$ cat src/rtl/dpdt_pkg.sv
// Shared types and constants for the depth pixel deprojection table.
// Used by dpdt_lane, dpdt_ram users and depth_pixel_deproject_table.
`timescale 1ns / 1ps

package dpdt_pkg;

    typedef enum logic {
        ACT_PIXEL = 1'b0,
        ACT_QUERY = 1'b1
    } action_t;

    typedef enum logic [1:0] {
        STATUS_OK        = 2'd0,
        STATUS_NOT_READY = 2'd1,
        STATUS_BAD_INDEX = 2'd2
    } status_t;

    typedef enum logic [2:0] {
        REG_INV_FOCAL_X = 3'd0,
        REG_INV_FOCAL_Y = 3'd1,
        REG_CENTER_X    = 3'd2,
        REG_CENTER_Y    = 3'd3,
        REG_CROP_LEFT   = 3'd4,
        REG_CROP_TOP    = 3'd5
    } reg_index_t;

    typedef struct packed {
        logic [31:0] x;
        logic [31:0] y;
        logic [15:0] z;
    } entry_t;

    localparam int ENTRY_W = $bits(entry_t);

    // Deprojection pipeline depth, from accepted pixel to lane result register
    localparam int LANE_LATENCY = 4;

    localparam logic [23:0] INV_FOCAL_X_RST = 24'd27962;
    localparam logic [23:0] INV_FOCAL_Y_RST = 24'd27962;
    localparam logic [15:0] CENTER_X_RST    = 16'd5120;
    localparam logic [15:0] CENTER_Y_RST    = 16'd3840;
    localparam logic [11:0] CROP_LEFT_RST   = 12'd208;
    localparam logic [11:0] CROP_TOP_RST    = 12'd21;

    localparam logic [9:0]  MM_TO_UM   = 10'd1000;
    localparam logic [65:0] ROUND_HALF = 66'd1 << 27;

endpackage

$ cat src/rtl/dpdt_lane.sv
// One axis of the pinhole deprojection: (16*coord - centre) * inv_focal * z in
// micrometres, rounded and saturated, over four register stages. Uses dpdt_pkg.
`timescale 1ns / 1ps

module dpdt_lane (
    input  logic        clk,
    input  logic [11:0] coord,
    input  logic [15:0] center,
    input  logic [23:0] inv_focal,
    input  logic [15:0] depth,
    output logic [31:0] result
);

    logic signed [16:0] diff;
    logic [15:0]        absd_next;
    logic [15:0]        absd_reg;
    logic               neg1_reg;
    logic [15:0]        z1_reg;
    logic [31:0]        prod_reg;
    logic               neg2_reg;
    logic [33:0]        k_reg;
    logic [48:0]        lo_reg;
    logic [48:0]        hi_reg;
    logic               neg3_reg;
    logic [65:0]        sum;
    logic [37:0]        mag;
    logic [31:0]        result_next;
    logic [31:0]        result_reg;

    assign diff      = signed'({1'b0, coord, 4'b0000}) - signed'({1'b0, center});
    assign absd_next = diff[16] ? 16'(-diff) : diff[15:0];

    assign sum = 66'(lo_reg) + {hi_reg, 17'd0} + dpdt_pkg::ROUND_HALF;
    assign mag = sum[65:28];

    always_comb
    begin
        if (neg3_reg)
        begin
            if (mag >= 38'h0080000000)
                result_next = 32'h8000_0000;
            else
                result_next = 32'd0 - mag[31:0];
        end
        else
        begin
            if (mag > 38'h007FFFFFFF)
                result_next = 32'h7FFF_FFFF;
            else
                result_next = mag[31:0];
        end
    end

    always_ff @(posedge clk)
    begin
        k_reg      <= 34'(inv_focal) * 34'(dpdt_pkg::MM_TO_UM);
        absd_reg   <= absd_next;
        neg1_reg   <= diff[16];
        z1_reg     <= depth;
        prod_reg   <= 32'(absd_reg) * 32'(z1_reg);
        neg2_reg   <= neg1_reg;
        lo_reg     <= 49'(prod_reg) * 49'(k_reg[16:0]);
        hi_reg     <= 49'(prod_reg) * 49'(k_reg[33:17]);
        neg3_reg   <= neg2_reg;
        result_reg <= result_next;
    end

    assign result = result_reg;

endmodule

$ cat config.mk
export PLATFORM = sky130hd
export DESIGN_NAME = dpdt_lane
export DESIGN_NICKNAME = d
export VERILOG_FILES = /design/src/rtl/dpdt_pkg.sv /design/src/rtl/dpdt_lane.sv
export SDC_FILE = /design/constraint.sdc
export NUM_CORES = 2
export LEC_CHECK = 0
export ABC_AREA = 1
export BUFFER_PORTS_ARGS = -buffer_cell sky130_fd_sc_hd__buf_4
export CORE_MARGIN = 10
export CORE_UTILIZATION = 65
export CTS_CLUSTER_DIAMETER = 100
export DETAILED_ROUTE_END_ITERATION = 8
export PLACE_DENSITY = 0.82
export SLEW_MARGIN = 20
export SYNTH_ARGS = -nofsm -noshare
export SYNTH_HDL_FRONTEND = slang
export SYNTH_SLANG_ARGS = --single-unit
export TNS_END_PERCENT = 1
$ cat constraint.sdc
create_clock -name clk -period 9.7 [get_ports clk]
set_input_delay 0.97 -clock clk [delete_from_list [all_inputs] [get_ports clk]]
set_output_delay 0.97 -clock clk [all_outputs]
set_load 0.03 [all_outputs]
# Yosys cells after proc, flatten, opt, wreduce, memory -nomap -nowiden
# Index checks and enable logic that the tools add are counted.
# W data, S select, Z words.
[word_totals]
ram_bits = 0
rom_bits = 0
ff_bits = 228
latch_bits = 0
n_memories = 0
word_cells = 25
[classes]
n_eq_ne = 0
mul = 4
shifts = 0
n_bitwise = 0
muxes = 4
addsub = 5
reduce_logical = 0
order_cmp = 2
n_div = 0
[ops]
columns = ["cell", "n"]
rows = [
  ["$mux W32", 3],
  ["$add A49 B66 Y66", 1],
  ["$add A66 B28 Y66 const B", 1],
  ["$mul A32 B17 Y49", 1],
  ["$mul A32 B14 Y46", 1],
  ["$ge A38 B32 Y1 const B", 1],
  ["$gt A38 B31 Y1 const B", 1],
  ["$mul A16 B16 Y32", 1],
  ["$sub A1 B32 Y32 const A", 1],
  ["$mul A24 B7 Y31 const B", 1],
  ["$sub A16 B16 Y17", 1],
  ["$mux W16", 1],
  ["$neg A16 Y16", 1],
]

# Depth between registers and ports, before layout
[depth]
depth_word = 5
ltp_mapped = 29

# Worst setup path after synthesis
# Ideal clock, no wire load.
[synth_path]
path_type = "register to register"
startpoint = "register z1_reg[1]"
endpoint = "register prod_reg[29]"
t_arrival_ns = 5.748
setup_ns = 0.123
n_path_buf = 2
path_stages_with_launch = 28
setup_slack_ns = 3.828
required_time_ns = 9.577
path_cell_list = "dfxtp_1 clkbuf_1 clkbuf_1 nand2_1 fa_1 inv_1 fa_1 inv_1 fa_1 inv_1 fa_1 inv_1 fa_1 inv_1 fa_1 ha_1 nand2_1 inv_1 nand3_1 nor3_1 a21oi_1 o21ai_0 inv_1 o21ai_0 nand2_1 nand2_1 a21oi_1 xor2_1"
[synth_between]
elab_chain_len = 1
[synth_rtl]
columns = ["element", "line", "rtl"]
rows = [
  ["from (decl)", "dpdt_lane.sv:18", "logic [15:0] z1_reg;"],
  ["from (signal assigned)", "dpdt_lane.sv:59", "z1_reg <= depth;"],
  ["$mul A16 B16 Y32", "dpdt_lane.sv:60", "prod_reg <= 32'(absd_reg) * 32'(z1_reg);"],
  ["to (signal assigned)", "dpdt_lane.sv:60", ""],
  ["to (decl)", "dpdt_lane.sv:19", "logic [31:0] prod_reg;"],
]
# No other way between the ends.

# Final worst setup path
[layout_path]
startpoint = "register prod_reg[9]"
endpoint = "register lo_reg[34]"
[layout_between]
elab_chain_len = 1
[layout_rtl]
columns = ["element", "line", "rtl"]
rows = [
  ["$mul A32 B14 Y46", "dpdt_lane.sv:62", "lo_reg <= 49'(prod_reg) * 49'(k_reg[16:0]);"],
  ["to (signal assigned)", "dpdt_lane.sv:62", ""],
  ["to (decl)", "dpdt_lane.sv:22", "logic [48:0] lo_reg;"],
]
# No other way between the ends.

==> metrics.txt <==
status finished, final reports clean; WL/cell ~18 um; Hold Buf Count CTS 0; CP Capture Type flip-flop; PostCTS Resize Cnt 0; ys flop type dfxtp_1; Final Max Tran Viols 0; Synth cell types about 50; Reg-to-Reg End lo_reg[34]; final setup TNS 0 ns; post-CTS setup buffers 0; EDFF count, synth 0; flop-to-flop setup slack roughly 2.7 ns; antenna violations before repair 1; DR pass1 iterations 7; Die ar. 95700 um2; Clock Tree Buf Depth 3; WS Path Type flip-flop to flip-flop; fin crit period just under 7 ns; post-route cell area roughly 57000 um2; Crit-path slowest cell dfxtp_1; synth warn 0; worst r2r src prod_reg[9]; clk_skew 0.0385 ns; CTS H-tree depth 1; hold path endpoint neg3_reg; worst-path maximum fanout 20; via count between 40000 and 50000; Max Fclk between 100 and 150 MHz; Post-synth ARST share 0; commonest non-fill, non-tap cell in the layout inv_1; Hold Path Cell Cnt 0; Hold WS roughly 0.33 ns; Area Overhead vs Synth 4.91%; I/O pin count 101; Die X between 300 and 400 um; worst r2r path cells 18; total grt overflow 0; critical path's most frequent cell fa_1; total global routing track utilization 0.312; Final Cycle Share 0.718; Worst-Margin Slew between 1 and 1.5 ns; Synth top area share 0.399; share of layout cells above drive strength 1 0.0355; Ant. Diodes 0; Synth area leaders fa_1, inv_1, nand2_1; CTS tree done; most frequent cells in the layout inv_1, nand2_1, fa_1; clk slew on worst S/H paths ~0.06 ns; Placed Instance Area 56000 um2; vias in the first global route around 48000; Routed WL about 150 mm; DR vias/cell approximately 5.5; dpl hpwl between 100 and 150 mm; crit start category flip-flop; Initial Utilization 0.653; max cap viols 0; DRT iter0 DRCs approximately 3600; final worst setup slack 2.74 ns; fillcell total a little under 7000; clk sinks between 200 and 250; Setup-failing EPs final 0; largest net degree at the start of global routing 34; final hold violation count 0; post-route ant nets 0; clk root buf clkbuf_16; CORE AREA between 80000 and 90000 um2; synthesized instance count ~7000; Setup WS pre-CTS 2.93 ns; first-pass GRT wire length approximately 240 mm; register area share after synthesis 0.0776; Worst slew margin 0.227; Worst Hold Launch neg2_reg; syn avg cell area around 7.6 um2; max reg flops around 50; type of the most critical hold path flip-flop to flip-flop; fin nets between 8000 and 9000; # DRC 0; unrepaired setup endpoints after global routing no; PortBufs 100; number of synthesized register bits 211; Row Count 106; critical path arrival approximately 7.4 ns; later-pin clock latency in the skew report just under 0.6 ns; CP required between 10 and 15 ns; largest area contributor in the netlist fa_1; Post-Synthesis Cell Area roughly 54000 um2; placer congestion estimate 0.986; critical path, cell by cell buf_4 -> nand2_1 -> fa_1 -> fa_1 -> inv_1 -> fa_1 -> fa_1 -> fa_1 -> fa_1 -> ha_1 -> nand2_1 -> nor2_1 -> nand2_1 -> o21ai_0 -> a21oi_1 -> o21bai_1 -> a21oi_1 -> xnor2_1; Die Ht 309 um; max incr delay on CP 0.86 ns; CTS Buf Count 30; Mapped Nets 8785
==> cell families after synthesis <==
kind of cell    count (synthesis)  synth area share
compound gates                488            0.0495
xor+xnor                      186            0.0299
fa+ha+maj                    1566             0.510
buf+inv                      2291             0.158
flops                         211            0.0776
simple gates                 2408             0.175
==> final cells by class <==
class	instances	area (um2)	share of cell area
multi-input cells	4648	41600	0.728
inverters	2029	7620	0.133
repair buffers	161	1210	0.0212
well taps	1080	1350	0.0237
flip-flops and latches	211	4230	0.0741
clock inverters	13	213	0.00373
clock buffers	42	887	0.0155
==> Yosys cell counts, drive strengths merged, types with 28 or more instances <==
cell / n
ha: 481
nor3: 32
xnor2: 65
nand4: 28
xor2: 121
dfxtp: 211
nor2: 283
nand2: 1890
nand3: 149
a21oi: 229
inv: 2028
fa: 1085
clkbuf: 260
o21ai: 161
==> critical path: cells and delay by family (launching register included) <==
| kind | cells | cell delay, ns |
|---|---|---|
| AND/OR/NAND/NOR | 4 | 0.47 |
| buffers and inverters | 2 | 0.54 |
| flip-flops | 1 | 0.86 |
| adder cells (fa/ha/maj) | 7 | 3.33 |
| AO/OA/AOI/OAI | 4 | 1.07 |
| XOR/XNOR | 1 | 0.48 |
==> per-layer routing <==
layer,GRT usage,wire length (um)
met1,0.375,53900
met2,0.531,68500
met3,0.0538,13300
met4,0.170,9290
met5,0,13
==> per-stage QoR <==
| stage | instances | util |
|---|---|---|
| final | 8184 | 0.685 |
| after global routing | 8184 | 0.685 |
| after CTS | 8184 | 0.685 |
| after detailed placement | 8129 | 0.672 |
| after global placement | 8129 | 0.672 |
| after floorplan | 7150 | - |
==> worst max path at each step <==
stage	startpoint	to	slack, ns
finish	prod_reg[9]	lo_reg[34]	2.74
global route	prod_reg[9]	lo_reg[37]	2.46
CTS	prod_reg[10]	hi_reg[30]	2.91
detailed placement	prod_reg[10]	hi_reg[30]	2.93
global placement	prod_reg[9]	lo_reg[35]	2.96
floorplan	z1_reg[1]	prod_reg[29]	3.83
Power is left out: the tool's default activity adds up to more than one toggle a clock period on the data nets, which glitch-free logic cannot reach.
