File: config.mk
export PLATFORM = sky130hd
export DESIGN_NAME = dpdt_ram
export DESIGN_NICKNAME = d
export VERILOG_FILES = /design/src/rtl/dpdt_ram.sv
export SDC_FILE = /design/constraint.sdc
export NUM_CORES = 1
export LEC_CHECK = 0
export ABC_AREA = 0
export ABC_CLOCK_PERIOD_IN_PS = 1400
export BUFFER_PORTS_ARGS = -buffer_cell sky130_fd_sc_hd__buf_2
export CAP_MARGIN = 10
export CORE_MARGIN = 5
export CORE_UTILIZATION = 54
export CTS_CLUSTER_SIZE = 24
export DETAILED_ROUTE_END_ITERATION = 12
export GPL_ROUTABILITY_DRIVEN = 0
export GPL_TIMING_DRIVEN = 0
export PLACE_DENSITY_LB_ADDON = 0.25
export SETUP_SLACK_MARGIN = 0.1
export SLEW_MARGIN = 20
export SYNTH_ARGS = -nofsm -noshare
export SYNTH_HDL_FRONTEND = slang
export SYNTH_SLANG_ARGS = --single-unit
File: constraint.sdc
create_clock -name clk -period 1.4 [get_ports clk]
set_input_delay 0 -clock clk [delete_from_list [all_inputs] [get_ports clk]]
set_output_delay 0 -clock clk [all_outputs]
set_load 0.01 [all_outputs]
File: src/rtl/dpdt_ram.sv
// Generic simple dual-port RAM: one write port, one read port, registered read.
// No dependencies.
`timescale 1ns / 1ps

module dpdt_ram #(
    parameter int WIDTH = 8,
    parameter int DEPTH = 16
) (
    input  logic                                  clk,
    input  logic                                  wr_en,
    input  logic [(DEPTH > 1 ? $clog2(DEPTH) : 1)-1:0] wr_addr,
    input  logic [WIDTH-1:0]                      wr_data,
    input  logic                                  rd_en,
    input  logic [(DEPTH > 1 ? $clog2(DEPTH) : 1)-1:0] rd_addr,
    output logic [WIDTH-1:0]                      rd_data
);

    logic [WIDTH-1:0] mem [DEPTH];

    always_ff @(posedge clk)
    begin
        if (wr_en)
        begin
            mem[wr_addr] <= wr_data;
        end
        if (rd_en)
        begin
            rd_data <= mem[rd_addr];
        end
    end

endmodule

==> After elaboration in Yosys (flattened, before gate mapping) <==
Memory sizes are Yosys's and may differ from the RTL's. A register that Yosys moved wholly into a read port is not among the register bits.
Index checks and enable logic that the tools add are counted.
{ "op_classes": {"mux": 2} }
{ "op_table": {"columns": ["op", "count"], "rows": [
  ["two-way mux 1 bit", 2]
]} }
{ "totals": {"register_bits": 0, "mem_bits_rw": 128, "inputBits": 19, "output_inout_bits": 8, "wordCells": 3, "mem_count": 1} }
{ "mem_list": {"columns": ["memory", "depth", "width", "read_ports", "rd_clocked_by_memory_dff", "write_ports", "line_no", "source"], "rows": [
  ["mem", 16, 8, 1, 1, 1, "18", "logic [WIDTH-1:0] mem [DEPTH];"]
]} }

==> Depth between registers and ports, before layout <==
Gate-level depths: netlist of run 1.
{ "logic_depth": {"word_depth": 2, "depth_mapped": 5, "mapped_depth_nobuf": 3} }

==> Worst setup path after synthesis of run 1 <==
No wires, ideal clock.
{ "synth_path": {"path_type": "input to register", "startpoint": "input port wr_addr[2] in the netlist's numbering", "endpoint": "memory mem[0][0], enable pin", "setup_ns": 0.383, "arrival_time_ns": 1.110, "required_time_ns": 1.017, "path_slack_ns": -0.093, "cell_stages": 2, "path_buffers": 0, "cell_sequence": "or3b_2 > nor3_1"} }
{ "synth_rtl": {"columns": ["item", "line_no", "source"], "rows": [
  ["start, declared", "11", "input logic [(DEPTH > 1 ? $clog2(DEPTH) : 1)-1:0] wr_addr,"],
  ["end, declared", "18", null]
]} }
No word-level cell before the write port.

==> summary.md, run 1 <==
| Metric | Value |
|---|---|
| Total nets after synthesis | 248 |
| Critical path cell sequence | mux4_2, a22oi_2, nand2_1 |
| Clock transition time at the flip-flop clock pins of the worst setup and hold paths | roughly 60 ps |
| Critical Path RT | 1670 ps |
| Total number of vias | approximately 2.5k |
| Initial antenna violation count | 0 |
| Number of buffers created by CTS | 17 |
| # DRC | 0 |
| Number of hold violations in the final report | 0 |
| Total of fill cells in the finished design | between 600 and 700 |
| Post-DRT Antenna Nets | 0 |
| Unrepaired setup endpoints after global routing | true |
| Maximum clock path buffer count | 2 |
| R2R setup slack | -30 ps |
| Largest fanout on the critical path | 1 |
| Origin of the critical flop-to-flop path | mem[7][4] |
| GRT Total Usage | about a fifth |
| CP Data Arrival Time | between 1500 and 2000 ps |
| Final count of pins violating max slew | 0 |
| Number of clock sinks seen by CTS | between 100 and 150 |
| Post-DP HPWL | 6181 um |
| Die Ht | roughly 110 um |
| Cell internal pwr | 7.847 mW |
| Horizontal die dimension | ~110 um |
| Peak supply drop | between 0.8 and 0.9 mV |
| Final core utilization | 66.08% |
| Count of unique library cells instantiated by Yosys | 18 |
| Library cell contributing the largest single delay on the critical path | mux4_2 |
| Overall die area | 0.01175 mm^2 |
| Peak Freq | 0.7005 GHz |
| Sequential cell area | between 0.004 and 0.005 mm^2 |
| Number of max-capacitance violations reported | 0 |
| Number of standard-cell rows in the floorplan | 36 |
| Hold Worst Slack | ~71 ps |
| Switching power | 1.881 mW |
| Startpoint-to-endpoint class of the critical path | reg -> reg |
| Launch point of the worst path | mem[7][4] |
| Count of pins on the block boundary | 27 |
| Cell count after synthesis | 229 |
| Cell area after synthesis | about 0.0052 mm^2 |
| Number of design-rule violations left by the first detailed-router iteration | approximately 150 |
| Pleak | 2.096 nW |
| Top Family by Delay on Critical Path | multiplexers |
| Avg Inst Size Synth | roughly 23 um^2 |
| DR vias/cell | 5.725 |
| Core Box Area | approximately 0.0096 mm^2 |
| Count of synthesis-stage warnings from yosys | 0 |
| Leading register cell type out of synthesis | edfxtp_1 |
| Setup crit end kind | register |
| Setup slack of the critical path after layout | -27.56 ps |
| Antenna diodes | 0 |
| Number of cells traversed by the worst hold path | 4 |
| Slew margin rel. | 44.29% |
| Type of the tightest min-delay check | in -> reg |
| Final critical path time including I/O delays and setup | 1428 ps |
| Crit path buf inv count | 0 |
| Path depth of the worst reg2reg path | 3 |
| Vias in the first global route | ~2.6k |
| Violated checks | negative setup slack |
| Pin slew with the least headroom to its limit | roughly 830 ps |
| Capturing point of the worst reg2reg path | rd_data[4] |
| Congestion Overflow GR | 0 |
| Switching power as a share of total power | between 15 and 20% |
| Async set-or-reset flop fraction in the synthesized netlist | 0% |
| Sort of element at the start of the critical path | register |
| Worst clock skew | 8.860 ps |
| Post-DR wirelength/cell | 22.88 um |
| Sequential share of the synthesized area | between 70% and 80% |
| Seq cells post-synth | ~140 |
| Number of setup violations in the final report | 5 |
| Run status | finished with violations |
| Clock latency on the worst-skew pair | ~520 ps |
| Number of nets in the final layout | a little over 300 |
| Post-Place Setup Slack | -324.4 ps |
| Detailed Routing Iterations Pass 1 | 4 |
| Combinational Power Share | between 5 and 6% |
| Share of the clock period used by the worst path after layout | 102.0% |
| Pin count of the biggest net entering global routing | 17 |
| Share of total power in the clock network | 47.5% |
| H-tree level count | 4 |
| Clock tree from TritonCTS | yes |
| Fraction of power consumed by sequential logic | between 40 and 50% |
| Drt total wl | around 9900 um |
| Growth of design area from synthesis to finish | 21.28% |
| End point of the worst hold path | rd_data[0] |
| Port buffer count | 25 |
| First-pass GRT wire length | around 15000 um |
| Slowest Stage Delay on Critical Path | approximately 520 ps |
| Worst hold path startpoint | rd_addr[0] |
| Post-synth EDFFs | approximately 140 |
| Fraction of final layout cells sized beyond drive strength 1 | between 30 and 40% |
| PD cells | between 1500 and 2000 mW/mm^2 |
| Effective utilization at floorplan | between 50% and 60% |
| Area of the multi-input gates | ~0.0011 mm^2 |
| Cell at the root of the clock tree | clkbuf_8 |
[power groups by stage]
stage               sequential [mW]  combinational, mW  clock [mW]
floorplan                      4.70              0.232           0
global placement               4.69              0.424           0
detailed placement             4.69              0.439           0
CTS                            4.61              0.485        4.66
global route                   4.62              0.539        4.84
finish                         4.61              0.499        4.62
[cell usage in the layout (no fill, tap or decap), types with 5 or more instances in the layout]
cell type | netlist | final
a22oi_2 | 0 | 12
buf_2 | 3 | 28
clkbuf_16 | 0 | 16
mux4_1 | 14 | 6
mux4_2 | 18 | 26
dlygate4sd3_1 | 0 | 13
bufinv_16 | 0 | 5
clkinv_2 | 0 | 6
nand2_1 | 9 | 9
nor2_1 | 13 | 13
edfxtp_1 | 136 | 136
[worst max-delay path by stage]
stage,endpoint,slack [ps],cells after the start
final,rd_data[4],-30,3
after global routing,rd_data[7],-70,3
after CTS,rd_data[7],-50,3
after detailed placement,mem[4][0],-320,3
after global placement,mem[8][1],-410,3
after floorplan,rd_data[0],100,3
[worst register-to-register path, delay by kind of cell, from the launching register on]
family | cells | cell delay, ps
DFF | 1 | 360
and+or+nand+nor | 1 | 90
muxes | 1 | 520
AOI/OAI and AO/OA | 1 | 200
[layer usage]
metal | vias up | track usage (%) | wire length, um | part of all wire [%]
met2 | 93 | 29.22 | 4919 | 50
met1 | 1271 | 25.75 | 4113 | 42
met3 | 17 | 4.537 | 653 | 6.6
li1 | 1092 | - | - | -
met5 | - | 0 | 0 | 0
met4 | 0 | 9.288 | 196 | 2.0
[stage by stage]
| stage | power, mW | std cells | TNS [ps] | cell area (um^2) |
|---|---|---|---|---|
| after floorplan | 4.932 | 229 | 0 | 5233 |
| after global placement | 5.110 | 387 | -15720 | 5524 |
| after CTS | 9.760 | 430 | -179.2 | 6280 |
| after detailed placement | 5.133 | 387 | -13010 | 5534 |
| after global routing | 9.996 | 432 | -429.9 | 6340 |
| final | 9.727 | 432 | -83.11 | 6340 |
[flip-flops by register name, indices dropped and copies added (netlist names)]
| name | flops |
|---|---|
| mem | 128 |
| rd_data | 8 |
[cell type report]
cell class,instances,area share [%]
multi-input cells,83,17.76
clock inverters,15,3.276
flip-flops and latches,136,64.42
plain buffers,10,1.362
repair buffers,38,4.026
well taps,133,2.625
clock buffers,17,6.532
[cell usage after synthesis, types with 2 or more instances]
cell             count  area (um^2)
buf_6                3        33.78
nor3_1               4        20.02
buf_2                3        15.01
clkdlybuf4s25_2      3        30.03
mux4_1              14        367.9
nand2b_1             2        12.51
nor2_1              13        48.80
nand3b_1             2        15.01
mux4_2              18        405.4
nand2_1              9        33.78
edfxtp_1           136         4084
a22oi_1             16        120.1
[cells by family (layout without fill, tap and decap cells)]
kind of cell    after synthesis  after routing  synth area share (%)
flops                       136            136                 78.12
simple gates                 35             35                 3.136
mux                          32             32                 14.79
compound gates               16             16                 2.298
buf+inv                      10             80                 1.651
[timing repair]
action / in CTS / in global routing
setup endpoints to repair: 8 / 24
buffers inserted: 0 / 0
pin swaps: 8 / 3
hold buffers: 11 / 2
gates resized for setup: 15 / 8
hold endpoints to repair: 160 / 8
Note: power is estimated with default switching activity, not from simulation.
==> inputs of run 2 (changes only) <==
--- a/config.mk
+++ b/config.mk
@@ -10,12 +10,13 @@
 export BUFFER_PORTS_ARGS = -buffer_cell sky130_fd_sc_hd__buf_2
 export CAP_MARGIN = 10
 export CORE_MARGIN = 5
-export CORE_UTILIZATION = 54
+export CORE_UTILIZATION = 57
+export CTS_BUF_LIST = sky130_fd_sc_hd__clkbuf_4
 export CTS_CLUSTER_SIZE = 24
 export DETAILED_ROUTE_END_ITERATION = 12
 export GPL_ROUTABILITY_DRIVEN = 0
 export GPL_TIMING_DRIVEN = 0
-export PLACE_DENSITY_LB_ADDON = 0.25
+export PLACE_DENSITY = 0.79
 export SETUP_SLACK_MARGIN = 0.1
 export SLEW_MARGIN = 20
 export SYNTH_ARGS = -nofsm -noshare
==> summary.md, run 2 (synthesis results as in run 1) <==
| Metric | Value |
|---|---|
| Run status | finished with violations |
| Violated checks | negative setup slack |
| Switching power | roughly 1.7 mW |
| Post-DRT Antenna Nets | 0 |
| Met3 Routed Length | between 700 and 800 um |
| Sort of element at the start of the critical path | register |
| Number of clock sinks seen by CTS | approximately 140 |
| Total Negative Setup Slacks | -89.49 ps |
| Final count of pins violating max slew | 0 |
| Number of setup violations in the final report | 5 |
| Number of max-capacitance violations reported | 0 |
| Detailed Routing Iterations Pass 1 | 7 |
| Number of nets in the final layout | between 300 and 400 |
| First-pass GRT wire length | between 10000 and 15000 um |
| Unrepaired setup endpoints after global routing | true |
| Number of hold violations in the final report | 0 |
| Drt total wl | ~9500 um |
| Pin slew with the least headroom to its limit | roughly 850 ps |
| Setup slack of the critical path after layout | -43.80 ps |
| Port buffer count | 25 |
| Pwr Total | 7.729 mW |
| Horizontal die dimension | 105.8 um |
| Share of total power in the clock network | roughly 34% |
| Clock transition time at the flip-flop clock pins of the worst setup and hold paths | about 130 ps |
| # DRC | 0 |
| Post-Place Setup Slack | -291.8 ps |
| Cell at the root of the clock tree | clkbuf_4 |
| Clock latency on the worst-skew pair | roughly 520 ps |
| Origin of the critical flop-to-flop path | mem[8][1] |
| Leading cell type in the layout, fill and taps excluded | edfxtp_1 |
| Die Ht | roughly 110 um |
| Final critical path time including I/O delays and setup | 1444 ps |
| Critical path cell sequence | mux4_1, a22oi_1, nand2_1 |
| Largest fanout on the critical path | 1 |
| DR vias/cell | about 6.1 |
| Library cell contributing the largest single delay on the critical path | mux4_1 |
| PD cells | roughly 1300 mW/mm^2 |
| Setup crit end kind | register |
| Maximum clock path buffer count | 2 |
| Fraction of final layout cells sized beyond drive strength 1 | ~36% |
| Pleak | ~1.9 nW |
| CP Data Arrival Time | about 1700 ps |
| Total number of vias | 2489 |
| H-tree level count | 4 |
| Share of the clock period used by the worst path after layout | 103.1% |
| Number of buffers created by CTS | 17 |
| Initial antenna violation count | 1 |
| Congestion Overflow GR | 0 |
| Number of standard-cell rows in the floorplan | 35 |
| Vias in the first global route | about 2.5k |
| Slowest Stage Delay on Critical Path | just under 500 ps |
| GRT Total Usage | a little under a fifth |
| Highest metal used | met4 |
| Combinational Power Share | a little over 6% |
| Number of flip-flops under the largest register name | roughly 130 |
| Growth of design area from synthesis to finish | 13.93% |
| Pin count of the biggest net entering global routing | 17 |
| Top Family by Delay on Critical Path | multiplexers |
| Total of fill cells in the finished design | between 600 and 700 |
| Worst hold path startpoint | rd_addr[1] |
| Slew margin rel. | 43.21% |
| Post-route standard cell area excluding fillers | 0.005956 mm^2 |
| Detailed route wirelength on metal2 | ~4700 um |
| Placed instance area | about 0.0055 mm^2 |
| Core Box Area | slightly above 0.009 mm^2 |
| Setup bufs post-CTS | 0 |
| Most used cells in the layout excluding fill and tap cells | 136 x edfxtp_1, 28 x buf_2, 27 x mux4_2 |
| Overall die area | ~0.011 mm^2 |
| Effective utilization at floorplan | between 50% and 60% |
| Launch point of the worst path | mem[8][1] |
| Crit path buf inv count | 0 |
| Number of design-rule violations left by the first detailed-router iteration | 232 |
| Startpoint-to-endpoint class of the critical path | reg -> reg |
| Peak Freq | about 0.69 GHz |
| Peak supply drop | approximately 0.79 mV |
| Cell internal pwr | between 6 and 7 mW |
| Post-DP HPWL | about 6000 um |
| Critical Path RT | about 1700 ps |
| Worst clock skew | 23.71 ps |
| Count of pins on the block boundary | 27 |
| Switching power as a share of total power | between 20% and 30% |
| Wire length the detailed router placed on met1 | between 3000 and 4000 um |
| Type of the tightest min-delay check | in -> reg |
| Regs by FF count | mem: 128 flops, rd_data: 8 flops |
| Post-DR wirelength/cell | 23.22 um |
| Final core utilization | about two thirds |
| Clock tree from TritonCTS | yes |
| Fraction of power consumed by sequential logic | around 60% |
| Largest register by flop count | mem |
run 2: cell types whose count changed in the layout (fill, tap and decap cells not counted), sizes merged:
cell / before / now
diode: 0 / 1
bufinv: 5 / 3
inv: 0 / 2
run 2: final timing paths:
check                           slack (ps)    endpoint  depth (start not counted)
worst min-delay path                    80  rd_data[7]                          4
worst max-delay path                   -40  rd_data[1]                          3
worst max register to register         -40  rd_data[1]                          3
worst min register to register         770  rd_data[3]                          3
run 2: metrics by stage:
| stage | std cells | hold WS, ps |
|---|---|---|
| 6_report | 411 | 76.23 |
| 5_1_grt | 411 | 43.95 |
| 4_1_cts | 408 | -19.24 |
| 3_5_place_dp | 365 | 352.9 |
| 3_3_place_gp | 365 | 330.0 |
| 2_1_floorplan | 229 | 98.87 |
run 2: final cells by class:
cell class              count  area, um^2  share of cell area, %
clock buffers              17       127.6                  2.143
diodes                      1       2.502                0.04202
plain buffers              10       86.33                  1.450
flip-flops and latches    136        4084                  68.57
clock inverters            15       177.7                  2.983
multi-input cells          83        1084                  18.19
well taps                 111       138.9                  2.332
repair buffers             38       255.2                  4.286
run 2: tightest hold or removal path: cells and delay by family:
kind,cells,cell delay [ps]
muxes,1,190
and+or+nand+nor,1,80
AOI/OAI and AO/OA,1,90
buffers and inverters,1,130
run 2: power groups by stage:
stage	Combinational, mW	Clock [mW]	Sequential (mW)
floorplan	0.232	0	4.70
global placement	0.418	0	4.69
detailed placement	0.434	0	4.69
CTS	0.476	2.68	4.60
global route	0.520	2.87	4.61
finish	0.483	2.65	4.60
run 2: per-layer routing:
layer	GRT usage, %	vias to the layer above
met5	0	-
met4	8.048	0
met3	4.470	16
met2	28.32	131
met1	25.84	1254
li1	-	1088
run 2: repair_timing:
item                                    in CTS  in global routing
endpoints found under the setup margin       8                  8
resized for setup                           12                  5
pin swaps                                    4                  3
endpoints found under the hold margin      152                 16
gates cloned                                 0                  0
hold buffers                                11                  2
==> inputs of run 3 (changes only) <==
--- a/config.mk
+++ b/config.mk
@@ -6,19 +6,19 @@
 export NUM_CORES = 1
 export LEC_CHECK = 0
 export ABC_AREA = 0
-export ABC_CLOCK_PERIOD_IN_PS = 1400
+export ABC_CLOCK_PERIOD_IN_PS = 1800
 export BUFFER_PORTS_ARGS = -buffer_cell sky130_fd_sc_hd__buf_2
 export CAP_MARGIN = 10
 export CORE_MARGIN = 5
-export CORE_UTILIZATION = 57
+export CORE_UTILIZATION = 60
 export CTS_BUF_LIST = sky130_fd_sc_hd__clkbuf_4
 export CTS_CLUSTER_SIZE = 24
 export DETAILED_ROUTE_END_ITERATION = 12
 export GPL_ROUTABILITY_DRIVEN = 0
 export GPL_TIMING_DRIVEN = 0
 export PLACE_DENSITY = 0.79
+export REMOVE_ABC_BUFFERS = 1
 export SETUP_SLACK_MARGIN = 0.1
-export SLEW_MARGIN = 20
 export SYNTH_ARGS = -nofsm -noshare
 export SYNTH_HDL_FRONTEND = slang
 export SYNTH_SLANG_ARGS = --single-unit
==> constraint.sdc (replaced) <==
create_clock -name clk -period 1.8 [get_ports clk]
set_input_delay 0 -clock clk [delete_from_list [all_inputs] [get_ports clk]]
set_output_delay 0 -clock clk [all_outputs]
set_load 0.01 [all_outputs]
==> summary.md, run 3 (synthesis results as in run 1) <==
| Metric | Value |
|---|---|
| Number of nets in the final layout | 297 |
| Vias in the first global route | 2478 |
| CP Data Arrival Time | roughly 1800 ps |
| Overall die area | roughly 0.011 mm^2 |
| Slew margin rel. | between 30% and 40% |
| Antenna diodes | 0 |
| Final Instance Count excl. Fillers | approximately 400 |
| Post-route standard cell area excluding fillers | ~0.0058 mm^2 |
| Cells after DPL | 356 |
| Worst clock skew | between 15 and 20 ps |
| Number of setup violations in the final report | 0 |
| Total of fill cells in the finished design | about 550 |
| # DRC | 0 |
| Number of standard-cell rows in the floorplan | 34 |
| Clock transition time at the flip-flop clock pins of the worst setup and hold paths | approximately 110 ps |
| Count of pins on the block boundary | 27 |
| Detailed Routing Iterations Pass 1 | 5 |
| Pwr Total | slightly below 6 mW |
| H-tree level count | 4 |
| DR vias/cell | 6.178 |
| GRT Total Usage | about 19% |
| Regs by FF count | mem: 128 flops, rd_data: 8 flops |
| Maximum clock path buffer count | 2 |
| Post-DR wirelength/cell | between 20 and 25 um |
| Final critical path time including I/O delays and setup | roughly 1600 ps |
| Congestion Overflow GR | 0 |
| Number of clock sinks seen by CTS | approximately 140 |
| Effective utilization at floorplan | between 60 and 70% |
| Number of design-rule violations left by the first detailed-router iteration | 246 |
| Number of hold violations in the final report | 0 |
| Drt total wl | approximately 9000 um |
| Sort of element at the start of the critical path | register |
| Largest register by flop count | mem |
| Number of max-capacitance violations reported | 0 |
| Pin count of the biggest net entering global routing | 33 |
| Number of buffers created by CTS | 17 |
| Final count of pins violating max slew | 0 |
| Post-DP HPWL | around 5800 um |
| Run status | completed |
| Setup crit end kind | register |
| Number of flip-flops under the largest register name | approximately 130 |
| Clock tree from TritonCTS | yes |
| Unrepaired setup endpoints after global routing | false |
| Post-DRT Antenna Nets | 0 |
| Horizontal die dimension | 103.3 um |
| Largest fanout on the critical path | 1 |
| Peak Freq | ~0.63 GHz |
| Pleak | about 1.9 nW |
| First-pass GRT wire length | about 14000 um |
| Fraction of final layout cells sized beyond drive strength 1 | a little over a quarter |
| Cell at the root of the clock tree | clkbuf_4 |
| Most used cells in the layout excluding fill and tap cells | 136 x edfxtp_1, 25 x buf_2, 18 x mux4_2, 18 x clkbuf_4, 16 x a22oi_1 |
| Placed instance area | about 0.0054 mm^2 |
| Total number of vias | about 2.5k |
| Pin slew with the least headroom to its limit | 936.9 ps |
| Share of the clock period used by the worst path after layout | slightly below 90% |
| Initial antenna violation count | 0 |
| Clock latency on the worst-skew pair | 510 ps |
| Critical Path RT | between 2000 and 2500 ps |
| Peak supply drop | approximately 0.71 mV |
| Growth of design area from synthesis to finish | 11.56% |
| Die Ht | between 100 and 150 um |
| Port buffer count | 26 |
| Type of the tightest min-delay check | in -> reg |
| Leading cell type in the layout, fill and taps excluded | edfxtp_1 |
| Startpoint-to-endpoint class of the critical path | reg -> reg |
| PD cells | about 1000 mW/mm^2 |
| Core Box Area | ~0.0086 mm^2 |
[run 3: changes by cell type in the layout (fill, tap and decap cells not counted), sizes merged]
| cell | change |
|---|---|
| buf | -4 |
| clkbuf | +1 |
| clkdlybuf4s25 | -3 |
| diode | -1 |
| dlygate4sd3 | -2 |
| inv | -1 |
[run 3: final cells by class]
| cell class | instances | area, um^2 | area share, % |
|---|---|---|---|
| Multi-Input combinational cell | 83 | 1062 | 18.22 |
| Tap cell | 108 | 135.1 | 2.317 |
| Sequential cell | 136 | 4084 | 70.03 |
| Clock buffer | 17 | 127.6 | 2.188 |
| Clock inverter | 14 | 157.7 | 2.703 |
| Timing Repair Buffer | 40 | 265.3 | 4.548 |
[run 3: routing by layer]
metal  wire [um]  GRT usage, %  share of wire, %
met4         127         6.375               1.4
met3         696         4.628               7.5
met1        3754         26.41                41
met2        4673         30.93                51
met5           0             0                 0
[run 3: worst paths after layout]
path / from / end / slack [ps] / cells past startpoint
setup reg to reg: mem[1][3] / rd_data[3] / 220 / 3
hold / removal: wr_addr[2] / mem[12][5] / 90 / 3
hold reg to reg: mem[12][1] / rd_data[1] / 750 / 3
setup / recovery: mem[1][3] / rd_data[3] / 220 / 3
[run 3: metrics by stage]
stage / hold slack [ps] / utilization (%) / setup TNS (ps) / setup slack, ps
2_1_floorplan: 98.87 / - / 0 / 307.1
3_3_place_gp: 339.5 / 62.92 / -5612 / -367.9
3_5_place_dp: 349.5 / 63.24 / -2733 / -385.3
4_1_cts: 52.36 / 67.84 / 0 / 169.9
5_1_grt: 61.41 / 67.87 / 0 / 188.4
6_report: 88.71 / 67.87 / 0 / 221.7
[run 3: critical path, cell delays in order (launching register included)]
cell and delay, ps:
edfxtp_1 370, mux4_1 540, a22oi_1 320, nand2_1 110
[run 3: where the power goes]
| part | internal (mW) | switching (mW) | total (mW) | leakage (nW) |
|---|---|---|---|---|
| Combinational | 0.140 | 0.189 | 0.329 | 0.537 |
| Clock | 0.942 | 1.04 | 1.99 | 0.150 |
| Sequential | 3.56 | 0.0153 | 3.58 | 1.24 |
[run 3: what timing repair did]
item                                    in CTS  in global routing
gates resized for setup                      0                  1
endpoints found under the setup margin       0                  2
hold endpoints to repair                   154                  0
hold buffers                                11                  0
buffers inserted                             0                  0
